## src/design/modular_exponentiation_defines.svh

```systemverilog
`ifndef MODULAR_EXPONENTIATION_DEFINES_SVH
`define MODULAR_EXPONENTIATION_DEFINES_SVH

// same-cycle implication
`define MX_ASSERT_IMP(label, clk, rst_n, ante, cons, msg) \
    label: assert property (@(posedge clk) disable iff (!rst_n) (ante) |-> (cons)) \
        else $error(msg);

// next-cycle implication
`define MX_ASSERT_NEXT(label, clk, rst_n, ante, cons, msg) \
    label: assert property (@(posedge clk) disable iff (!rst_n) (ante) |=> (cons)) \
        else $error(msg);

`endif

```

## src/design/modexp_pkg.sv

```systemverilog
package modexp_pkg;

    localparam int WORD_BITS = 16;
    localparam int PROD_BITS = 2 * WORD_BITS;
    localparam int CNT_BITS  = $clog2(PROD_BITS);
    localparam int ADDR_BITS = 4;
    localparam int DATA_BITS = 32;

    typedef logic [WORD_BITS-1:0] t_word;

    localparam logic [1:0] REG_MODULUS  = 2'd0;
    localparam logic [1:0] REG_PUB_EXP  = 2'd1;
    localparam logic [1:0] REG_PRIV_EXP = 2'd2;

    typedef struct packed {
        t_word modulus;
        t_word pub_exp;
        t_word priv_exp;
    } t_cfg;

    typedef struct packed {
        logic load;
        logic mul_acc;
        logic mul_sq;
        logic step;
        logic wr_acc;
        logic wr_sq;
        logic shift;
    } t_dp_cmd;

    typedef struct packed {
        logic div_last;
        logic exp_zero;
        logic exp_bit;
    } t_dp_stat;

endpackage

```

## src/design/modexp_regs.sv

```systemverilog
module modexp_regs (
    input  logic                                i_clk,
    input  logic                                i_rst_n,
    input  logic                                psel,
    input  logic                                penable,
    input  logic                                pwrite,
    input  logic [modexp_pkg::ADDR_BITS-1:0]    paddr,
    input  logic [modexp_pkg::DATA_BITS-1:0]    pwdata,
    output logic [modexp_pkg::DATA_BITS-1:0]    prdata,
    output logic                                pready,
    output modexp_pkg::t_cfg                    o_cfg
);
    import modexp_pkg::*;

    t_cfg       r_cfg;
    logic       w_wr;
    logic [1:0] w_idx;
    t_word      w_rd;
    t_word      w_val;

    assign pready = 1'b1;
    assign w_wr   = psel & penable & pwrite & pready;
    assign w_idx  = paddr[3:2];
    assign w_val  = pwdata[WORD_BITS-1:0];

    always_ff @(posedge i_clk) begin
        if (!i_rst_n) begin
            r_cfg.modulus  <= t_word'(1);
            r_cfg.pub_exp  <= '0;
            r_cfg.priv_exp <= '0;
        end else if (w_wr) begin
            unique case (w_idx)
                REG_MODULUS:  r_cfg.modulus  <= w_val;
                REG_PUB_EXP:  r_cfg.pub_exp  <= w_val;
                REG_PRIV_EXP: r_cfg.priv_exp <= w_val;
                default: ;
            endcase
        end
    end

    always_comb begin
        unique case (w_idx)
            REG_MODULUS:  w_rd = r_cfg.modulus;
            REG_PUB_EXP:  w_rd = r_cfg.pub_exp;
            REG_PRIV_EXP: w_rd = r_cfg.priv_exp;
            default:      w_rd = '0;
        endcase
    end

    assign prdata = {{(DATA_BITS-WORD_BITS){1'b0}}, w_rd};
    assign o_cfg  = r_cfg;

endmodule

```

## src/design/modexp_dp.sv

```systemverilog
module modexp_dp (
    input  logic                                i_clk,
    input  modexp_pkg::t_cfg                    i_cfg,
    input  logic                                i_cmd,
    input  logic [modexp_pkg::WORD_BITS-1:0]    i_message,
    input  modexp_pkg::t_dp_cmd                 i_dp_cmd,
    output modexp_pkg::t_dp_stat                o_stat,
    output logic [modexp_pkg::WORD_BITS-1:0]    o_result
);
    import modexp_pkg::*;

    localparam logic [CNT_BITS-1:0] CNT_LAST = CNT_BITS'(PROD_BITS - 1);

    t_word                  r_exp;
    t_word                  r_acc;
    t_word                  r_sq;
    t_word                  r_lo;
    logic [PROD_BITS-1:0]   r_prod;
    logic [WORD_BITS:0]     r_rem;
    logic [CNT_BITS-1:0]    r_cnt;

    logic [PROD_BITS-1:0]   w_prod;
    t_word                  w_op_b;
    logic [WORD_BITS:0]     w_shift;
    logic [WORD_BITS:0]     w_mod;
    logic [WORD_BITS:0]     n_rem;
    t_word                  w_red;

    assign w_op_b  = i_dp_cmd.mul_acc ? r_acc : r_sq;
    assign w_prod  = PROD_BITS'(r_sq) * PROD_BITS'(w_op_b);
    assign w_shift = {r_rem[WORD_BITS-1:0], r_prod[PROD_BITS-1]};
    assign w_mod   = {1'b0, i_cfg.modulus};
    assign n_rem   = (w_shift >= w_mod) ? (w_shift - w_mod) : w_shift;
    // zero modulus: keep the low word of the product
    assign w_red   = (i_cfg.modulus == '0) ? r_lo : n_rem[WORD_BITS-1:0];

    always_ff @(posedge i_clk) begin
        if (i_dp_cmd.load) begin
            r_exp  <= i_cmd ? i_cfg.priv_exp : i_cfg.pub_exp;
            r_acc  <= t_word'(1);
            r_prod <= {{WORD_BITS{1'b0}}, i_message};
            r_lo   <= i_message;
            r_rem  <= '0;
            r_cnt  <= '0;
        end else if (i_dp_cmd.mul_acc || i_dp_cmd.mul_sq) begin
            r_prod <= w_prod;
            r_lo   <= w_prod[WORD_BITS-1:0];
            r_rem  <= '0;
            r_cnt  <= '0;
        end else if (i_dp_cmd.step) begin
            r_prod <= {r_prod[PROD_BITS-2:0], 1'b0};
            r_rem  <= n_rem;
            r_cnt  <= r_cnt + 1'b1;
        end
        if (i_dp_cmd.wr_acc) begin
            r_acc <= w_red;
        end
        if (i_dp_cmd.wr_sq) begin
            r_sq <= w_red;
        end
        if (i_dp_cmd.shift) begin
            r_exp <= {1'b0, r_exp[WORD_BITS-1:1]};
        end
    end

    assign o_stat.div_last = (r_cnt == CNT_LAST);
    assign o_stat.exp_zero = (r_exp == '0);
    assign o_stat.exp_bit  = r_exp[0];
    assign o_result        = r_acc;

endmodule

```

## src/design/modexp_ctrl.sv

```systemverilog
module modexp_ctrl (
    input  logic                    i_clk,
    input  logic                    i_rst_n,
    input  logic                    i_start,
    input  modexp_pkg::t_dp_stat    i_stat,
    output modexp_pkg::t_dp_cmd     o_dp_cmd,
    output logic                    o_busy,
    output logic                    o_valid
);
    import modexp_pkg::*;

    typedef enum logic [2:0] {
        S_IDLE,
        S_BASE,
        S_SEL,
        S_AMUL,
        S_ADIV,
        S_SMUL,
        S_SDIV
    } t_state;

    t_state r_state;
    logic   r_valid;

    always_ff @(posedge i_clk) begin
        if (!i_rst_n) begin
            r_state <= S_IDLE;
            r_valid <= 1'b0;
        end else begin
            r_valid <= 1'b0;
            unique case (r_state)
                S_IDLE: begin
                    if (i_start) r_state <= S_BASE;
                end
                S_BASE: begin
                    if (i_stat.div_last) r_state <= S_SEL;
                end
                S_SEL: begin
                    priority if (i_stat.exp_zero) begin
                        r_valid <= 1'b1;
                        r_state <= S_IDLE;
                    end else if (i_stat.exp_bit) begin
                        r_state <= S_AMUL;
                    end else begin
                        r_state <= S_SMUL;
                    end
                end
                S_AMUL: r_state <= S_ADIV;
                S_ADIV: begin
                    if (i_stat.div_last) r_state <= S_SMUL;
                end
                S_SMUL: r_state <= S_SDIV;
                S_SDIV: begin
                    if (i_stat.div_last) r_state <= S_SEL;
                end
                default: r_state <= S_IDLE;
            endcase
        end
    end

    always_comb begin
        o_dp_cmd         = '0;
        o_dp_cmd.load    = (r_state == S_IDLE) && i_start;
        o_dp_cmd.mul_acc = (r_state == S_AMUL);
        o_dp_cmd.mul_sq  = (r_state == S_SMUL);
        o_dp_cmd.step    = (r_state == S_BASE) || (r_state == S_ADIV) || (r_state == S_SDIV);
        o_dp_cmd.wr_acc  = (r_state == S_ADIV) && i_stat.div_last;
        o_dp_cmd.wr_sq   = ((r_state == S_BASE) || (r_state == S_SDIV)) && i_stat.div_last;
        o_dp_cmd.shift   = (r_state == S_SDIV) && i_stat.div_last;
    end

    assign o_busy  = (r_state != S_IDLE);
    assign o_valid = r_valid;

endmodule

```

## src/design/modular_exponentiation.sv

```systemverilog
// A request first reduces the message, then takes one squaring per exponent bit up to the highest set bit
//   and one more modular product per set bit before the result strobe.
// Throughput: one request at a time, set by the bit-serial remainder unit (32 steps
//   per modular product); the next request is taken in the cycle of the strobe.
// Reset: synchronous, active low; modulus 1, exponents 0, controller idle.
// The result strobe lasts one cycle and the receiver cannot stall it.
`include "modular_exponentiation_defines.svh"

module modular_exponentiation (
    input  logic                                i_clk,
    input  logic                                i_rst_n,
    input  logic                                i_start,
    input  logic                                i_cmd,
    input  logic [modexp_pkg::WORD_BITS-1:0]    i_message,
    output logic                                o_busy,
    output logic                                o_valid,
    output logic [modexp_pkg::WORD_BITS-1:0]    o_result,
    input  logic                                psel,
    input  logic                                penable,
    input  logic                                pwrite,
    input  logic [modexp_pkg::ADDR_BITS-1:0]    paddr,
    input  logic [modexp_pkg::DATA_BITS-1:0]    pwdata,
    output logic [modexp_pkg::DATA_BITS-1:0]    prdata,
    output logic                                pready
);
    import modexp_pkg::*;

    t_cfg     w_cfg;
    t_dp_cmd  w_dp_cmd;
    t_dp_stat w_stat;

    modexp_regs u_regs (
        .i_clk   (i_clk),
        .i_rst_n (i_rst_n),
        .psel    (psel),
        .penable (penable),
        .pwrite  (pwrite),
        .paddr   (paddr),
        .pwdata  (pwdata),
        .prdata  (prdata),
        .pready  (pready),
        .o_cfg   (w_cfg)
    );

    modexp_ctrl u_ctrl (
        .i_clk    (i_clk),
        .i_rst_n  (i_rst_n),
        .i_start  (i_start),
        .i_stat   (w_stat),
        .o_dp_cmd (w_dp_cmd),
        .o_busy   (o_busy),
        .o_valid  (o_valid)
    );

    modexp_dp u_dp (
        .i_clk     (i_clk),
        .i_cfg     (w_cfg),
        .i_cmd     (i_cmd),
        .i_message (i_message),
        .i_dp_cmd  (w_dp_cmd),
        .o_stat    (w_stat),
        .o_result  (o_result)
    );

    `MX_ASSERT_IMP(a_valid_idle, i_clk, i_rst_n, o_valid, !o_busy, "strobe while busy")
    `MX_ASSERT_NEXT(a_start_busy, i_clk, i_rst_n, i_start && !o_busy, o_busy, "request not taken")
    `MX_ASSERT_NEXT(a_single_strobe, i_clk, i_rst_n, o_valid, !o_valid, "strobe repeated")
    `MX_ASSERT_IMP(a_reduced, i_clk, i_rst_n, o_valid && (w_cfg.modulus > t_word'(1)), o_result < w_cfg.modulus, "result not reduced")

endmodule
```

## config.mk

```make
export PLATFORM = sky130hd
export DESIGN_NAME = modular_exponentiation
export DESIGN_NICKNAME = d
export VERILOG_FILES = /design/src/design/modexp_pkg.sv /design/src/design/modexp_regs.sv /design/src/design/modexp_dp.sv /design/src/design/modexp_ctrl.sv /design/src/design/modular_exponentiation.sv
export VERILOG_INCLUDE_DIRS = /design/src /design/src/design
export SDC_FILE = /design/constraint.sdc
export NUM_CORES = 1
export LEC_CHECK = 0
export BUFFER_PORTS_ARGS = -buffer_cell sky130_fd_sc_hd__buf_2
export CORE_AREA = 2 2 161 321
export CTS_BUF_LIST = sky130_fd_sc_hd__clkbuf_2 sky130_fd_sc_hd__clkbuf_4 sky130_fd_sc_hd__clkbuf_8
export CTS_CLUSTER_DIAMETER = 120
export DETAILED_ROUTE_END_ITERATION = 16
export DIE_AREA = 0 0 163 323
export PLACE_DENSITY = 0.6
export RECOVER_POWER = 25
export SYNTH_ARGS = -nofsm -noshare
export SYNTH_HDL_FRONTEND = slang
export SYNTH_HIERARCHICAL = 1
export SYNTH_SLANG_ARGS = --single-unit
export TNS_END_PERCENT = 30
```

## constraint.sdc

```tcl
create_clock -name i_clk -period 24.1 [get_ports i_clk]
set_clock_uncertainty 0.05 [all_clocks]
set_input_delay 2.41 -clock i_clk [delete_from_list [all_inputs] [get_ports i_clk]]
set_output_delay 2.41 -clock i_clk [all_outputs]
set_load 0.1 [all_outputs]
```

==> flow_summary_export.csv <==
group,metric,value,unit
clocking,cts_inserted_buffers,17,
flow_run,drv_cap,2,
status,violations,"max-capacitance violations, max-slew violations",
final_layout,layout.cells.non_filler,2581,
critical_path,crit_required,24.42,ns
clocking,clock_latency,0.47,ns
die,io_pins,110,
die,die_y,323,µm
synthesis,yosysUniqueCellTypes,78,
die,die_area,52600,µm²
route,drt_first_iter_violations,889,
synthesis,ys.warnings.count,6,
pwr,total_power,902,µW
clocking,cts_tree,"done",
critical_path,critPathKind,"reg -> reg",
sta,fin_crit_sh,34.2,%
final_layout,syn_to_final_growth,6.85,%
synthesis,post_synth_inst_count,1904,
global_routing,grt_max_degree,70,
placement,place_congestion,0.885,
clocking,cts_max_path_buffers,2,
global_routing,track_usage,17.1,%
clocking,clkTransAtPathRegs,0.10,ns
sta,relSlewSlack,-97.2,%
placement,place_inst,2549,
die,design.core.area,50500,µm²
clocking,cts_resized,0,
route,vias,13200,
sta,hold_violations,0,
final_layout,diodes,0,
clocking,cts_setup_buffers,0,
worst_hold_path,holdPathStages,2,
route,first_pass_iters,5,
global_routing,antenna_found_initial,0,
sta,finalSetupViolCount,0,
pwr,vdd_ir_drop_max,36.4,µV
worst_hold_path,holdPathEnd,"u_regs/o_cfg[2]",
critical_path,critical_path_peak_fanout,19,
clocking,hold_buffers,0,
sta,drv_slew,110,
sta,finalWorstPathRequiredPeriod,8.23,ns
critical_path,reg2reg_slack,15.87,ns
final_layout,num-nets-final,2290,
global_routing,grt_pass1_wl,70900,µm
final_layout,final_cell_mix,"nand2_1 (286), inv_1 (252), fa_1 (195)",
final_layout,postLayoutCellArea,18600,µm²
critical_path,crit_path_end_kind,"register",
critical_path,reg2reg_depth,23,
placement,pre_cts_slack,15.99,ns
route,vias_per_cell,5.11,
synthesis,synth_seq_area_share,23.9,%
pwr,p_per_area,48.4,nW/µm²
critical_path,critPathLaunchType,"register",
clocking,clock-sinks,169,
sta,setup_slack,15.87,ns
route,wl_per_cell,17.1,µm
pwr,p_leak,8.36,nW
synthesis,yosys_most_used_dff,"dfxtp_1",
placement,port_buffers,74,
route,drc,0,
global_routing,grt-ovfl-total,0,
worst_hold_path,worstHoldStart,"u_regs/o_cfg[2]",
synthesis,synth_edf_count,79,
global_routing,grt_pass1_vias,13200,
final_layout,layout_commonest_cell,"nand2_1",
die,die_w,163,µm
critical_path,reg2reg_from,"u_ctrl/r_state[1]",
route,routed_wl,44100,µm
sta,rsz0062_at_grt,"false",
synthesis,synthArstFlopShare,0,%
critical_path,reg2reg_to,"u_dp/r_prod[25]",
synthesis,syn_avg_cell_area,9.17,µm²
synthesis,netlist_area,17500,µm²
sta,fmax,121,MHz
final_layout,drive_above_1_share,8.10,%
route,antenna_left,0,
sta,tightest_slew,2.96,ns
placement,placed_area,18300,µm²
status,status,"complete, but fails checks",
die,rows,117,
clocking,htreeDepth,4,
synthesis,synth.ff_latch_count,169,
placement,hpwl,33500,µm
worst_hold_path,hp-class,"reg -> reg",
sta,fin_tns_setup,0,ns
clocking,root_buffer,"clkbuf_8",
die,start_util,34.6,%
critical_path,worstPathArrival,8.55,ns
-- worst max-delay path by stage --
stage	from	endpoint	cells after the start
2_1_floorplan	u_ctrl/r_state[2]	u_dp/r_prod[25]	28
3_3_place_gp	u_ctrl/r_state[1]	u_dp/r_prod[25]	23
3_5_place_dp	u_ctrl/r_state[1]	u_dp/r_prod[25]	23
4_1_cts	u_ctrl/r_state[1]	u_dp/r_prod[25]	23
5_1_grt	u_ctrl/r_state[1]	u_dp/r_prod[25]	25
6_report	u_ctrl/r_state[1]	u_dp/r_prod[25]	23
-- worst max-delay path, cell delays in order (launching register included) --
cell and delay (ns):
dfxtp_1 0.54, nor2b_1 0.26, and2_1 0.16, buf_4 0.34
inv_1 0.51, o21ai_0 0.37, fa_1 0.49, fa_1 0.51
inv_1 0.05, fa_1 0.56, fa_1 0.46, fa_1 0.54
inv_1 0.05, fa_1 0.53, inv_1 0.04, ha_1 0.40
a21oi_1 0.24, o21bai_1 0.08, a21o_1 0.20, a2111oi_0 0.44
nor2_1 0.20, a311oi_1 0.63, xor2_1 0.14, a221oi_1 0.33
-- cell type report --
class | count | area [µm²]
inverters | 252 | 946
clock buffers | 17 | 234
flip-flops and latches | 169 | 4170
clock inverters | 15 | 159
fillers | 5117 | 31900
well taps | 654 | 818
repair buffers | 94 | 502
multi-input cells | 1380 | 11800
-- per-stage QoR --
| stage | utilization (%) | hold slack [ns] |
|---|---|---|
| after floorplan | - | 0.398 |
| after global placement | 36.2 | 0.407 |
| after detailed placement | 36.2 | 0.414 |
| after CTS | 37.0 | 0.431 |
| after global routing | 36.9 | 0.454 |
| final | 36.9 | 0.428 |
-- registers in the layout, summed over array words and instances, names as in the netlist --
| signal | flops |
|---|---|
| u_ctrl/o_valid | 1 |
| u_dp/r_lo | 16 |
| u_dp/r_sq | 16 |
| u_dp/r_cnt | 5 |
| u_dp/r_exp | 16 |
| u_regs/o_cfg | 48 |
| u_dp/r_rem | 16 |
| u_dp/o_result | 16 |
| u_dp/r_prod | 32 |
| u_ctrl/r_state | 3 |
-- kinds of logic after synthesis --
logic type                 count (synthesis)  share of synthesized area (%)
AOI/OAI and AO/OA                        308                           11.1
xor gates and xnor gates                  38                           1.91
adders and majority gates                317                           31.1
buffers and inverters                    370                           8.73
DFF                                      169                           23.9
muxes                                    128                           7.44
other                                      2                         0.0430
and+or+nand+nor                          572                           15.8
-- cells in the mapped netlist, types with 4 or more instances --
cell type  number  area share [%]
nand4_1        10            0.36
a21boi_0        4            0.17
nand2_1       286             6.2
edfxtp_1       79              14
nand3b_1        4            0.17
o211a_1         4            0.23
nor3_1         12            0.34
nand3_1        18            0.52
and4_1          4            0.20
nand2b_1       16            0.57
clkbuf_1       81             1.7
a21oi_1        76             2.2
nor4_1         11            0.39
and3_1          9            0.32
mux2_2         14            0.90
or2_2           6            0.22
mux2i_1       114             6.5
o21a_1         14            0.60
inv_1         252             5.4
buf_4          21            0.90
nor2b_1        49             1.8
buf_2           6            0.17
o211ai_1       15            0.65
fa_1          195              22
o31ai_1         4            0.17
xnor2_1        22             1.1
a21o_1         19            0.82
o22ai_1         8            0.29
buf_6           5            0.32
a211oi_1       21            0.90
xor2_1         16            0.80
o21ai_0        98             2.8
dfxtp_1        90              10
nor2_1         53             1.1
o21bai_1        5            0.22
a31oi_1         4            0.14
buf_1           4           0.086
and2_1         76             2.7
ha_1          122             8.7
-- per-layer routing --
metal / track usage (%) / wire [µm] / vias up
met5: 0 / 0 / -
met4: 4.11 / 857 / 0
met3: 1.82 / 2010 / 54
met2: 28.6 / 21200 / 319
met1: 23.7 / 19900 / 6563
li1: - / - / 6259
-- power by group --
part,total [mW],switching [mW],internal [mW]
Clock,0.206,0.119,0.0866
Sequential,0.354,0.0177,0.336
Combinational,0.342,0.216,0.125
Total,0.902,0.353,0.548
Note: power is estimated with default switching activity, not from simulation.
